[config.mk]
export PLATFORM = sky130hd
export DESIGN_NAME = modbus_rtu_response_receiver
export DESIGN_NICKNAME = d
export VERILOG_FILES = /design/src/hdl/mrr_pkg.sv /design/src/hdl/modbus_rtu_response_receiver.sv /design/src/hdl/mrr_frame_store.sv /design/src/hdl/mrr_crc16.sv /design/src/hdl/mrr_frame_check.sv
export SDC_FILE = /design/constraint.sdc
export NUM_CORES = 1
export LEC_CHECK = 0
export BUFFER_PORTS_ARGS = -buffer_cell sky130_fd_sc_hd__buf_2
export CAP_MARGIN = 10
export CORE_UTILIZATION = 51
export DETAILED_ROUTE_END_ITERATION = 8
export MAX_ROUTING_LAYER = met4
export PLACE_DENSITY = 0.68
export SETUP_SLACK_MARGIN = 0.1
export SLEW_MARGIN = 20
export SYNTH_ARGS = -nofsm -noshare
export SYNTH_HDL_FRONTEND = slang
export SYNTH_SLANG_ARGS = --single-unit
[constraint.sdc]
create_clock -name aclk -period 6.03 [get_ports aclk]
set_clock_uncertainty 0.1 [all_clocks]
set_input_delay 0.9045 -clock aclk [delete_from_list [all_inputs] [get_ports aclk]]
set_output_delay 0.9045 -clock aclk [all_outputs]
set_load 0.1 [all_outputs]
[src/hdl/mrr_pkg.sv]
`timescale 1ns / 1ps
`default_nettype none
// ============================================================================
// mrr_pkg
// Shared types, codes and reset values of the Modbus RTU response receiver.
// ============================================================================
package mrr_pkg;

    // Default frame store depth in bytes.
    localparam int BUFFER_DEPTH_DEF = 32;

    // Index width for walking the frame: a declared length of 255 plus the
    // three header bytes needs nine bits.
    localparam int IDX_W = 9;

    // Configuration port.
    localparam int CFG_IDX_W  = 1;
    localparam int CFG_DATA_W = 16;
    localparam logic [CFG_IDX_W-1:0] CFG_TIMEOUT = 1'd0;
    localparam logic [CFG_IDX_W-1:0] CFG_ADDRESS = 1'd1;

    // Request types.
    localparam logic [1:0] REQ_BYTE = 2'd0;
    localparam logic [1:0] REQ_TICK = 2'd1;
    localparam logic [1:0] REQ_CMD  = 2'd2;

    // Result status codes.
    localparam logic [1:0] STS_NONE    = 2'd0;
    localparam logic [1:0] STS_UPDATED = 2'd1;
    localparam logic [1:0] STS_CRC_BAD = 2'd2;
    localparam logic [1:0] STS_IGNORED = 2'd3;

    // Modbus function codes and pending command codes.
    localparam logic [7:0] FC_READ_HOLDING = 8'h03;
    localparam logic [7:0] FC_READ_INPUT   = 8'h04;
    localparam logic [7:0] CMD_READ_PV     = 8'h01;
    localparam logic [7:0] CMD_READ_SP     = 8'h02;

    // Reset values.
    localparam logic [15:0] TIMEOUT_RST = 16'd10;
    localparam logic [7:0]  ADDRESS_RST = 8'd1;
    localparam logic [15:0] IDLE_RST    = 16'd100;
    localparam logic [15:0] SP_RST      = 16'hFF6A;
    localparam logic [15:0] PV_RST      = 16'h0000;

    // Outcome of one frame evaluation.
    typedef struct packed {
        logic        done;
        logic [1:0]  status;
        logic        load_sp;
        logic        load_pv;
        logic [15:0] value;
    } eval_result_t;

endpackage
`default_nettype wire

[src/hdl/modbus_rtu_response_receiver.sv]
`timescale 1ns / 1ps
`default_nettype none
// ============================================================================
// modbus_rtu_response_receiver
// Receive side of a Modbus RTU master: frame assembly, end-of-frame timeout,
// CRC-16 check and update of the process value and set value registers.
// ============================================================================
// Usage:
// Each request on the s_ channel is a received byte, a timer tick or an
// issued command. Every request yields exactly one result on the m_ channel,
// carrying frame_end, status and the current process and set values.
// Configuration (timeout in ticks, station address) is written through
// cfg_we/cfg_index/cfg_wdata; the user must write it only while the block is
// idle, which the block itself does not enforce. A byte, command or
// non-closing tick passes through the result and output registers to the
// m_ channel; no new request is taken while the result register holds one.
// A tick that closes a frame walks the stored bytes one per cycle through the
// single store read port and the byte-wide CRC unit; a frame whose declared
// byte count plus 5 exceeds BUFFER_DEPTH is rejected at the header.
// A result register plus an output register decouple the two sides: one
// request is still taken while a result waits, after which s_ready stays low
// until m_ready drains the output.
// Reset (synchronous, active low) empties the frame, sets the idle counter to
// 100, the timeout to 10, the address to 1, the process value to 0 and the
// set value to -150.
// ============================================================================
module modbus_rtu_response_receiver #(
    parameter int BUFFER_DEPTH = mrr_pkg::BUFFER_DEPTH_DEF
) (
    input  wire logic                           aclk,
    input  wire logic                           aresetn,
    // Request channel
    input  wire logic                           s_valid,
    output logic                                s_ready,
    input  wire logic [1:0]                     s_req_type,
    input  wire logic [7:0]                     s_rx_byte,
    input  wire logic [7:0]                     s_command_code,
    // Result channel
    output logic                                m_valid,
    input  wire logic                           m_ready,
    output logic                                m_frame_end,
    output logic [1:0]                          m_status,
    output logic signed [15:0]                  m_process_value,
    output logic signed [15:0]                  m_set_value,
    // Configuration port
    input  wire logic                           cfg_we,
    input  wire logic [mrr_pkg::CFG_IDX_W-1:0]  cfg_index,
    input  wire logic [mrr_pkg::CFG_DATA_W-1:0] cfg_wdata
);
    import mrr_pkg::*;

    localparam logic S_IDLE = 1'b0;
    localparam logic S_EVAL = 1'b1;

    logic        state_reg, state_next;
    logic [15:0] timeout_reg;
    logic [7:0]  address_reg;
    logic [15:0] idle_reg, idle_next;
    logic [7:0]  pending_reg, pending_next;
    logic [15:0] pv_reg, pv_next;
    logic [15:0] sp_reg, sp_next;

    // Result stage, then output stage.
    logic        res_valid_reg, res_valid_next;
    logic        res_fe_reg, res_fe_next;
    logic [1:0]  res_status_reg, res_status_next;
    logic        out_valid_reg;
    logic        out_fe_reg;
    logic [1:0]  out_status_reg;
    logic [15:0] out_pv_reg;
    logic [15:0] out_sp_reg;
    logic        out_load;

    logic         accept;
    logic         byte_wr;
    logic         frame_clear;
    logic         eval_start;
    logic [15:0]  idle_inc;
    logic         not_empty;
    logic         rd_en;
    logic [IDX_W-1:0] rd_idx;
    logic         rd_valid;
    logic [7:0]   rd_data;
    eval_result_t chk_res;

    mrr_frame_store #(
        .BUFFER_DEPTH (BUFFER_DEPTH)
    ) u_store (
        .aclk      (aclk),
        .aresetn   (aresetn),
        .wr_en     (byte_wr),
        .wr_data   (s_rx_byte),
        .clear     (frame_clear),
        .rd_en     (rd_en),
        .rd_idx    (rd_idx),
        .rd_valid  (rd_valid),
        .rd_data   (rd_data),
        .not_empty (not_empty)
    );

    mrr_frame_check #(
        .BUFFER_DEPTH (BUFFER_DEPTH)
    ) u_check (
        .aclk            (aclk),
        .aresetn         (aresetn),
        .start           (eval_start),
        .slave_address   (address_reg),
        .pending_command (pending_reg),
        .rd_valid        (rd_valid),
        .rd_data         (rd_data),
        .rd_en           (rd_en),
        .rd_idx          (rd_idx),
        .result          (chk_res)
    );

    assign s_ready  = (state_reg == S_IDLE) && !res_valid_reg;
    assign accept   = s_valid && s_ready;
    assign out_load = res_valid_reg && (!out_valid_reg || m_ready);
    assign idle_inc = (idle_reg < timeout_reg) ? idle_reg + 16'd1 : idle_reg;

    // Request handling and frame close.
    always_comb begin
        state_next      = state_reg;
        idle_next       = idle_reg;
        pending_next    = pending_reg;
        pv_next         = pv_reg;
        sp_next         = sp_reg;
        res_valid_next  = res_valid_reg;
        res_fe_next     = res_fe_reg;
        res_status_next = res_status_reg;
        byte_wr         = 1'b0;
        frame_clear     = 1'b0;
        eval_start      = 1'b0;

        if (out_load) begin
            res_valid_next = 1'b0;
        end

        if (accept) begin
            res_valid_next  = 1'b1;
            res_fe_next     = 1'b0;
            res_status_next = STS_NONE;
            case (s_req_type)
                REQ_BYTE: begin
                    idle_next = '0;
                    byte_wr   = 1'b1;
                end
                REQ_TICK: begin
                    if (idle_inc == timeout_reg && not_empty) begin
                        idle_next      = '0;
                        eval_start     = 1'b1;
                        state_next     = S_EVAL;
                        res_valid_next = 1'b0;
                    end else begin
                        idle_next = idle_inc;
                    end
                end
                REQ_CMD: begin
                    pending_next = s_command_code;
                end
                default: begin
                end
            endcase
        end

        if (chk_res.done) begin
            if (chk_res.load_sp) begin
                sp_next = chk_res.value;
            end
            if (chk_res.load_pv) begin
                pv_next = chk_res.value;
            end
            frame_clear     = 1'b1;
            pending_next    = '0;
            state_next      = S_IDLE;
            res_valid_next  = 1'b1;
            res_fe_next     = 1'b1;
            res_status_next = chk_res.status;
        end
    end

    // Control and architectural registers.
    always_ff @(posedge aclk) begin
        if (!aresetn) begin
            state_reg      <= S_IDLE;
            timeout_reg    <= TIMEOUT_RST;
            address_reg    <= ADDRESS_RST;
            idle_reg       <= IDLE_RST;
            pending_reg    <= '0;
            pv_reg         <= PV_RST;
            sp_reg         <= SP_RST;
            res_valid_reg  <= 1'b0;
            out_valid_reg  <= 1'b0;
        end else begin
            state_reg     <= state_next;
            idle_reg      <= idle_next;
            pending_reg   <= pending_next;
            pv_reg        <= pv_next;
            sp_reg        <= sp_next;
            res_valid_reg <= res_valid_next;
            if (out_load) begin
                out_valid_reg <= 1'b1;
            end else if (m_ready) begin
                out_valid_reg <= 1'b0;
            end
            if (cfg_we) begin
                case (cfg_index)
                    CFG_TIMEOUT: timeout_reg <= cfg_wdata;
                    CFG_ADDRESS: address_reg <= cfg_wdata[7:0];
                    default: begin
                    end
                endcase
            end
        end
    end

    // Result payload; the value registers are sampled when the result moves to the output stage.
    always_ff @(posedge aclk) begin
        res_fe_reg     <= res_fe_next;
        res_status_reg <= res_status_next;
        if (out_load) begin
            out_fe_reg     <= res_fe_reg;
            out_status_reg <= res_status_reg;
            out_pv_reg     <= pv_reg;
            out_sp_reg     <= sp_reg;
        end
    end

    assign m_valid         = out_valid_reg;
    assign m_frame_end     = out_fe_reg;
    assign m_status        = out_status_reg;
    assign m_process_value = out_pv_reg;
    assign m_set_value     = out_sp_reg;

    // A verdict only arrives while a frame is being evaluated.
    assert property (@(posedge aclk) disable iff (!aresetn)
        chk_res.done |-> state_reg == S_EVAL)
        else $error("frame verdict outside evaluation");

    // No request result is pending during an evaluation.
    assert property (@(posedge aclk) disable iff (!aresetn)
        state_reg == S_EVAL |-> !res_valid_reg)
        else $error("result pending during evaluation");

    // A status other than none only accompanies a closed frame.
    assert property (@(posedge aclk) disable iff (!aresetn)
        (m_valid && !m_frame_end) |-> m_status == STS_NONE)
        else $error("status without frame end");

    // A received byte restarts the idle counter.
    assert property (@(posedge aclk) disable iff (!aresetn)
        (accept && s_req_type == REQ_BYTE) |=> idle_reg == 16'd0)
        else $error("idle counter not restarted by byte");

endmodule
`default_nettype wire

[src/hdl/mrr_frame_store.sv]
`timescale 1ns / 1ps
`default_nettype none
// ============================================================================
// mrr_frame_store
// Byte store of the current frame with a fill count. Entries at or beyond the
// fill count read as zero, so clearing the frame only resets the count.
// ============================================================================
module mrr_frame_store #(
    parameter int BUFFER_DEPTH = mrr_pkg::BUFFER_DEPTH_DEF
) (
    input  wire logic                      aclk,
    input  wire logic                      aresetn,
    input  wire logic                      wr_en,
    input  wire logic [7:0]                wr_data,
    input  wire logic                      clear,
    input  wire logic                      rd_en,
    input  wire logic [mrr_pkg::IDX_W-1:0] rd_idx,
    output logic                           rd_valid,
    output logic [7:0]                     rd_data,
    output logic                           not_empty
);
    import mrr_pkg::*;

    localparam int AW = $clog2(BUFFER_DEPTH);
    localparam int CW = $clog2(BUFFER_DEPTH + 1);

    logic [7:0]    mem [BUFFER_DEPTH];
    logic [CW-1:0] count_reg;
    logic [CW-1:0] count_next;
    logic [7:0]    data_reg;
    logic          hit_reg;
    logic          valid_reg;
    logic          room;

    assign room = count_reg < CW'(BUFFER_DEPTH);

    // Fill count: a byte that finds the store full is dropped.
    always_comb begin
        count_next = count_reg;
        if (clear) begin
            count_next = '0;
        end else if (wr_en && room) begin
            count_next = count_reg + CW'(1);
        end
    end

    always_ff @(posedge aclk) begin
        if (!aresetn) begin
            count_reg <= '0;
            valid_reg <= 1'b0;
        end else begin
            count_reg <= count_next;
            valid_reg <= rd_en;
        end
    end

    // Memory write at the fill position.
    always_ff @(posedge aclk) begin
        if (wr_en && room) begin
            mem[count_reg[AW-1:0]] <= wr_data;
        end
    end

    // Registered read; positions not filled in this frame read as zero.
    always_ff @(posedge aclk) begin
        data_reg <= mem[rd_idx[AW-1:0]];
        hit_reg  <= rd_idx < IDX_W'(count_reg);
    end

    assign rd_valid  = valid_reg;
    assign rd_data   = hit_reg ? data_reg : 8'h00;
    assign not_empty = count_reg != '0;

endmodule
`default_nettype wire

[src/hdl/mrr_crc16.sv]
`timescale 1ns / 1ps
`default_nettype none
// ============================================================================
// mrr_crc16
// CRC-16/Modbus accumulator, one byte per cycle while en is high (reflected poly 0xA001).
// ============================================================================
module mrr_crc16 (
    input  wire logic       aclk,
    input  wire logic       init,
    input  wire logic       en,
    input  wire logic [7:0] data,
    output logic [15:0]     crc
);
    localparam logic [15:0] POLY     = 16'hA001;
    localparam logic [15:0] CRC_INIT = 16'hFFFF;

    logic [15:0] crc_reg;
    logic [15:0] crc_next;

    // Eight shift steps of the reflected CRC for one byte.
    function automatic logic [15:0] crc_byte(input logic [15:0] c, input logic [7:0] d);
        logic [15:0] r;
        r = c ^ {8'h00, d};
        for (int b = 0; b < 8; b++) begin
            r = r[0] ? ((r >> 1) ^ POLY) : (r >> 1);
        end
        return r;
    endfunction

    always_comb begin
        crc_next = crc_reg;
        if (init) begin
            crc_next = CRC_INIT;
        end else if (en) begin
            crc_next = crc_byte(crc_reg, data);
        end
    end

    always_ff @(posedge aclk) begin
        crc_reg <= crc_next;
    end

    assign crc = crc_reg;

endmodule
`default_nettype wire

[src/hdl/mrr_frame_check.sv]
`timescale 1ns / 1ps
`default_nettype none
// ============================================================================
// mrr_frame_check
// Walks a closed frame byte by byte through the store read port, checks the
// header, length and CRC, and decides which value register to load.
// ============================================================================
module mrr_frame_check #(
    parameter int BUFFER_DEPTH = mrr_pkg::BUFFER_DEPTH_DEF
) (
    input  wire logic                      aclk,
    input  wire logic                      aresetn,
    input  wire logic                      start,
    input  wire logic [7:0]                slave_address,
    input  wire logic [7:0]                pending_command,
    input  wire logic                      rd_valid,
    input  wire logic [7:0]                rd_data,
    output logic                           rd_en,
    output logic [mrr_pkg::IDX_W-1:0]      rd_idx,
    output mrr_pkg::eval_result_t          result
);
    import mrr_pkg::*;

    localparam int LEN_W = 10;
    localparam logic [IDX_W-1:0] POS_ADDR  = IDX_W'(0);
    localparam logic [IDX_W-1:0] POS_FUNC  = IDX_W'(1);
    localparam logic [IDX_W-1:0] POS_COUNT = IDX_W'(2);
    localparam logic [IDX_W-1:0] POS_VHI   = IDX_W'(3);
    localparam logic [IDX_W-1:0] POS_VLO   = IDX_W'(4);
    localparam logic [IDX_W-1:0] HDR_LEN   = IDX_W'(3);

    logic             running_reg, running_next;
    logic [IDX_W-1:0] iss_reg;
    logic [IDX_W-1:0] ret_reg;
    logic             addr_ok_reg;
    logic [7:0]       fc_reg;
    logic [IDX_W-1:0] n_reg;
    logic [7:0]       val_hi_reg;
    logic [7:0]       val_lo_reg;
    logic [7:0]       crc_lo_reg;
    eval_result_t     result_reg, result_next;

    logic        step;
    logic        fc_ok;
    logic        too_long;
    logic        hdr_fail;
    logic        at_end;
    logic        crc_en;
    logic        crc_ok;
    logic [15:0] crc;
    logic [15:0] value;

    mrr_crc16 u_crc (
        .aclk (aclk),
        .init (start),
        .en   (crc_en),
        .data (rd_data),
        .crc  (crc)
    );

    // Byte position decode.
    always_comb begin
        step     = running_reg && rd_valid;
        fc_ok    = (fc_reg == FC_READ_HOLDING) || (fc_reg == FC_READ_INPUT);
        too_long = (LEN_W'(rd_data) + LEN_W'(5)) > LEN_W'(BUFFER_DEPTH);
        hdr_fail = step && (ret_reg == POS_COUNT) && (!addr_ok_reg || !fc_ok || too_long);
        at_end   = step && (ret_reg > POS_COUNT) && (ret_reg == n_reg + IDX_W'(1));
        crc_en   = step && ((ret_reg < HDR_LEN) || (ret_reg < n_reg));
        crc_ok   = {rd_data, crc_lo_reg} == crc;
        value    = {val_hi_reg, (ret_reg == POS_VLO) ? rd_data : val_lo_reg};
    end

    // Verdict of the frame.
    always_comb begin
        result_next         = '0;
        result_next.value   = value;
        result_next.status  = STS_NONE;
        if (hdr_fail) begin
            result_next.done   = 1'b1;
            result_next.status = STS_IGNORED;
        end else if (at_end) begin
            result_next.done = 1'b1;
            if (!crc_ok) begin
                result_next.status = STS_CRC_BAD;
            end else if (fc_reg == FC_READ_HOLDING && pending_command == CMD_READ_SP) begin
                result_next.status  = STS_UPDATED;
                result_next.load_sp = 1'b1;
            end else if (fc_reg == FC_READ_INPUT && pending_command == CMD_READ_PV) begin
                result_next.status  = STS_UPDATED;
                result_next.load_pv = 1'b1;
            end else begin
                result_next.status = STS_IGNORED;
            end
        end
    end

    always_comb begin
        running_next = running_reg;
        if (start) begin
            running_next = 1'b1;
        end else if (hdr_fail || at_end) begin
            running_next = 1'b0;
        end
    end

    // Control state.
    always_ff @(posedge aclk) begin
        if (!aresetn) begin
            running_reg <= 1'b0;
            result_reg  <= '0;
        end else begin
            running_reg <= running_next;
            result_reg  <= result_next;
        end
    end

    // Read issue and return counters, captured header and trailer bytes.
    always_ff @(posedge aclk) begin
        if (start) begin
            iss_reg <= '0;
            ret_reg <= '0;
        end else begin
            if (running_reg) begin
                iss_reg <= iss_reg + IDX_W'(1);
            end
            if (step) begin
                ret_reg <= ret_reg + IDX_W'(1);
            end
        end
        if (step) begin
            if (ret_reg == POS_ADDR) begin
                addr_ok_reg <= rd_data == slave_address;
            end
            if (ret_reg == POS_FUNC) begin
                fc_reg <= rd_data;
            end
            if (ret_reg == POS_COUNT) begin
                n_reg <= IDX_W'(rd_data) + HDR_LEN;
            end
            if (ret_reg == POS_VHI) begin
                val_hi_reg <= rd_data;
            end
            if (ret_reg == POS_VLO) begin
                val_lo_reg <= rd_data;
            end
            if (ret_reg == n_reg) begin
                crc_lo_reg <= rd_data;
            end
        end
    end

    assign rd_en  = running_reg;
    assign rd_idx = iss_reg;
    assign result = result_reg;

endmodule
`default_nettype wire
* Word-level counts from Yosys, hierarchy flattened *
Memories as Yosys holds them, arrays and structs flattened. A register that Yosys moved wholly into a read port is not among the register bits.
Cells that the tools add are included.

storage, ports and cells
  memories = 1
  bits of input ports = 40
  output and inout bits = 37
  memory bits (writable) = 256
  word-level logic and storage cells = 165
  register bits after elaboration = 227

cells by class
  equality and inequality tests = 15
  bitwise gates (word level) = 14
  add/subtract/negate cells = 7
  $lt $le $gt $ge = 7
  reductions and logical operators = 47
  mux-type cells = 41

memories
  memory       depth  bits a word  read ports  clocked after memory_dff  wr ports  line                   source
  u_store.mem  32     8            1           1                         1         mrr_frame_store.sv:27  logic [7:0] mem [BUFFER_DEPTH];

operators with widths
  cell                                                             count
  2-to-1 mux 16 bit                                                10
  equality test 16 bit                                             2
  case mux 16 bit (2 select lines)                                 1
  adder 9 x 1 -> 9 bit (second input constant)                     3
  NOT 2 -> 3 bit                                                   8
  AND reduction 2 bit                                              11
  2-to-1 mux 1 bit                                                 20
  equality test 9 x 2 -> 1 bit (second input constant)             2
  equality test 9 bit                                              2
  adder 16 x 1 -> 16 bit (second input constant)                   1
  equality test 8 x 2 -> 1 bit (second input constant)             2
  < comparator 16 bit                                              1
  2-to-1 mux 8 bit                                                 2
  XOR 16 x 8 -> 16 bit                                             1
  logical AND 1 bit                                                13
  2-to-1 mux 2 bit                                                 6
  greater-than comparator 10 x 6 -> 1 bit (second input constant)  1
  adder 8 x 2 -> 9 bit (second input constant)                     1
  adder 8 x 3 -> 9 bit (second input constant)                     1
  equality test 9 x 1 -> 1 bit (second input constant)             1
  equality test 9 x 3 -> 1 bit (second input constant)             1
  greater-than comparator 9 x 2 -> 1 bit (second input constant)   1
  logical NOT 9 bit                                                1
  < comparator 9 x 2 -> 1 bit (second input constant)              1
  other kinds (22)                                                 38

* Logic depth before layout (Yosys ltp) *
  word-level depth = 18
  mapped depth = 14
  gate-level depth less buffers = 12

* By module *
From an unflattened synthesis, not the netlist that was laid out.

second synthesis, totals
  cell total of the unflattened synthesis = 1541
  area total of the unflattened synthesis = 20961.4 sq um

modules (own cells, without submodules)
  module                        instances  area each (sq um)  cells an instance
  mrr_frame_store               1          10646.5            504
  modbus_rtu_response_receiver  1          5565.3             596
  mrr_frame_check               1          3966.3             360
  mrr_crc16                     1          783.3              81

* Least setup slack after synthesis *
OpenSTA, ideal clock, no wires.

  kind = reg2reg
  start point = register res_valid_reg
  end point = memory u_store.mem[11][0] (enable)
  cell stages (with the launch flop) = 8
  slack = 2.010 ns
  arrival = 3.549 ns
  required time = 5.560 ns
  path through = dfxtp_1 > nor2_1 > nand2_1 > or2_2 > clkbuf_1 > nor3_2 > nand2_1 > nor2_1

on the way
  word-level cells in the longest chain between the ends = 7

RTL lines
  element                                 line                                 source
  from (decl)                             modbus_rtu_response_receiver.sv:64   logic res_valid_reg, res_valid_next;
  from (signal assigned)                  modbus_rtu_response_receiver.sv:200  res_valid_reg <= res_valid_next;
  logical NOT 1 bit                       modbus_rtu_response_receiver.sv:116  assign s_ready = (state_reg == S_IDLE) && !res_valid_reg;
  logical AND 1 bit                       modbus_rtu_response_receiver.sv:116
  named net s_ready                       modbus_rtu_response_receiver.sv:34   output logic s_ready,
  logical AND 1 bit                       modbus_rtu_response_receiver.sv:117  assign accept = s_valid && s_ready;
  2-to-1 mux 1 bit                        modbus_rtu_response_receiver.sv:139  if (accept) begin
  logical AND 1 bit                       mrr_frame_store.sv:59                if (wr_en && room) begin
  2-to-1 mux 1 bit                        mrr_frame_store.sv:59
  2-to-1 mux 1 bit (implied by the code)  mrr_frame_store.sv:60                mem[count_reg[AW-1:0]] <= wr_data;
  to (decl)                               mrr_frame_store.sv:27

The timed path passes the listed nets, and every way through them passes these cells.

* Worst setup path in the final report *
  start point = register timeout_reg[14]
  end point = register state_reg

on the way
  word-level cells in the longest chain between the ends = 5

RTL lines
  element                                   line                                 source
  from (decl)                               modbus_rtu_response_receiver.sv:56   logic [15:0] timeout_reg;
  from (signal assigned)                    modbus_rtu_response_receiver.sv:208  CFG_TIMEOUT: timeout_reg <= cfg_wdata;
  < comparator 16 bit                       modbus_rtu_response_receiver.sv:119  assign idle_inc = (idle_reg < timeout_reg) ? idle_reg + 16'd1 : idle_reg;
  2-to-1 mux 16 bit                         modbus_rtu_response_receiver.sv:119
  equality test 16 bit (*)                  modbus_rtu_response_receiver.sv:149  if (idle_inc == timeout_reg && not_empty) begin
  logical AND 1 bit (*)                     modbus_rtu_response_receiver.sv:149
  AND reduction 3 bit (no source line) (*)  n/a
  to (signal assigned)                      modbus_rtu_response_receiver.sv:195  state_reg <= state_next;
  to (decl)                                 modbus_rtu_response_receiver.sv:55   logic state_reg, state_next;

Mark *: on every way between the ends. The rest lies on a longest branch, timed or not.
A chain may end at the register's enable or synchronous reset.

==> metrics.txt <==
grt ovf=0; worst path buffer plus inverter count=1; largest net degree at the start of global routing=91; hold_sp=res_status_reg[0]$_SDFFCE_PN0P_; sequential share of the synthesized area=0.629; Final TNS setup=0 ps; Async SR Flop Fraction=0; antenna violation net count after detailed routing=0; Tightest Pin Transition=1100 ps; worst setup margin=1820 ps; Final Util=0.583; cts bufs inserted=49; HP Class=reg2reg; count of cell types in the netlist=85; syn avg cell area=13.7 um2; layout cell share with drive strength beyond 1=0.178; core area=40100 um2; Fmax=0.238 GHz; vias in the first global route=12100; Initial DRC Count=794; Layout Nets=1676; outcome=finished, final reports clean; required time of the critical path=6420 ps; global-route wire length before repair=69300 um; TritonCTS clock tree=done; hold_buf cts=0; pwr/cell area=320 nW/um2; final hold vios=0; Largest register FFs=256; Period minus WS final=4210 ps; CTS root buffer=clkbuf_16; die area=41900 um2; worst reg2reg path endpoint=state_reg$_SDFFE_PP0P_; Top Ports=77; Area Growth Syn to Fin=11.6%; Residual DRC=0; synthesized area=21000 um2; initial antenna violation count=0; CP peak stage delay=720 ps; Tot Pwr=7490 uW; # Post-CTS Setup Buffers=0; reg2reg setup slack=1820 ps; TritonRoute pass-1 iters=5; Synth Instances=1532; RR Startpoint=timeout_reg[14]$_SDFFE_PN0P_; number of port buffers=76; row count=73; routability-driven placement congestion ratio=0.917; Slowest cell on crit path=a211oi_2; Place WS=1820 ps; EDFF count, synth=335; CP Launch Type=flip-flop; H-Tree Depth=2; Final Cycle Share=0.698; DRT Wirelength=44700 um; # clock sinks=491; Crit Path Max Fanout=18; WHS Endpoint=m_status[0]$_DFFE_PP_; post-CTS sizing=0; normalized max-slew margin=0.264; height of the die=205 um; final slew viol count=0; Setup crit end kind=flip-flop; Synth Flop Type=edfxtp_1; crit path DAT=4600 ps; Via density=5.66; clk_lat worst skew=600 ps; cell family with most CP delay=simple AND/OR/NAND/NOR gates; Hold Path Cell Cnt=0; Reg clk slew, reported paths=60 ps; maximum clock path buffer count=3; maxcap violations=0; via count=12200; die width=205 um; filler-free cell count of the finished design=2158; #FFs+latches synth=491; Worst VDD drop=298 uV; Starting Density=0.523; RSZ-0062 raised after global routing=false; Cell Chain, Critical Path=inv_1, ha_1, a21oi_1, nand2_1, a211oi_2, nand3_2, mux2_2, nor4b_2, nand4_2, or2_1, a21oi_1; reg2reg path depth=11; final setup vio count=0; syn_nets=1615; Synth Warn #=0; P_leak=0.00790 uW; hpwl dp=29500 um; CP Class=reg2reg; CP most frequent cell=a21oi_1; antenna cell count=0; Placed Cells=2067; WL/cell=20.7 um; GRT Total Usage=0.225
## worst reg2reg max path: stages (launching register included)
cell      delay (ps)
dfxtp_1          420
inv_1             70
ha_1             340
a21oi_1          160
nand2_1           80
a211oi_2         720
nand3_2          270
mux2_2           390
nor4b_2          270
nand4_2          400
or2_1            670
a21oi_1          250
## synthesized netlist by cell type, drive strengths merged, types with 4 or more instances
cell,count,area [um2]
xor2,38,333
nor2b,13,81.3
edfxtp,335,10100
mux2,17,191
a31o,4,35.0
and2,37,231
a31oi,8,62.6
o21a,4,30.0
clkbuf,53,199
a21boi,45,342
mux2i,27,270
nand2,182,711
inv,44,165
o211ai,11,87.6
a21oi,31,163
nand2b,8,50.1
and4,5,46.3
or3,5,31.3
nor4,11,68.8
o21ai,13,65.1
o311ai,5,43.8
buf,21,125
dfxtp,156,3120
nand4,28,209
a211oi,5,60.1
or2,4,25.0
and3,13,81.3
mux4,80,1800
nand3,61,320
xnor2,64,561
nor3,13,70.1
ha,43,538
nor2,108,408
## metrics by stage
stage / hold WS (ps) / instance area [um2]
floorplan: 300 / 21000
global placement: 303 / 21700
detailed placement: 307 / 21700
CTS: 322 / 23400
global route: 326 / 23400
finish: 319 / 23400
## report_power, final
part	total [uW]	internal [uW]	switching, uW
logic	631	303	328
registers	3770	3650	121
clock network	3100	1830	1270
## final cells by class
class,instances,area (um2)
fillers,3109,16700
flip-flops and latches,491,13200
multi-input cells,922,7290
clock buffers,69,1350
well taps,525,657
repair buffers,84,440
clock inverters,22,290
inverters,45,169
## layout by cell type, fill, tap and decap left out, drive strengths merged, types with 14 or more instances in the layout
| cell | synthesis | final |
|---|---|---|
| clkbuf | 53 | 69 |
| xnor2 | 64 | 64 |
| and2 | 37 | 37 |
| nand4 | 28 | 28 |
| a21oi | 31 | 31 |
| a21boi | 45 | 45 |
| xor2 | 38 | 38 |
| mux2 | 17 | 17 |
| mux4 | 80 | 80 |
| dfxtp | 156 | 156 |
| clkinv | 1 | 14 |
| nand3 | 61 | 61 |
| nand2 | 182 | 182 |
| inv | 44 | 46 |
| buf | 21 | 84 |
| nor2 | 108 | 108 |
| edfxtp | 335 | 335 |
| ha | 43 | 43 |
| mux2i | 27 | 27 |
## worst max-delay path by stage
stage                                  from                               to  slack [ps]  depth (start not counted)
2_1_floorplan    res_valid_reg$_SDFFE_PN0P_     u_store.mem[11][0]$_DFFE_PP_        2010                          7
6_report       timeout_reg[14]$_SDFFE_PN0P_           state_reg$_SDFFE_PP0P_        1820                         11
5_1_grt        timeout_reg[14]$_SDFFE_PN0P_   u_check.rd_idx[7]$_SDFFE_PP0P_        1450                         11
3_5_place_dp   timeout_reg[14]$_SDFFE_PN0P_   u_check.rd_idx[4]$_SDFFE_PP0P_        1820                         11
3_3_place_gp   timeout_reg[14]$_SDFFE_PN0P_   u_check.rd_idx[1]$_SDFFE_PP0P_        1910                         11
4_1_cts        timeout_reg[14]$_SDFFE_PN0P_  u_check.ret_reg[1]$_SDFFE_PP0P_        1790                         11
## logic make-up after synthesis
| group | Yosys count | synth area share |
|---|---|---|
| AND/OR/NAND/NOR | 500 | 0.116 |
| flip-flops | 491 | 0.629 |
| AO/OA/AOI/OAI | 153 | 0.0550 |
| multiplexers | 124 | 0.108 |
| buffers and inverters | 119 | 0.0235 |
| XOR/XNOR | 102 | 0.0426 |
| adder cells (fa/ha/maj) | 43 | 0.0257 |
## metal layers
layer | track usage | share of wire | vias up
li1 | - | - | 5781
met1 | 0.298 | 0.44 | 6040
met2 | 0.363 | 0.49 | 329
met3 | 0.0323 | 0.054 | 60
met4 | 0.0624 | 0.017 | 0
met5 | - | 0 | -
Note: power is estimated with default switching activity, not from simulation.
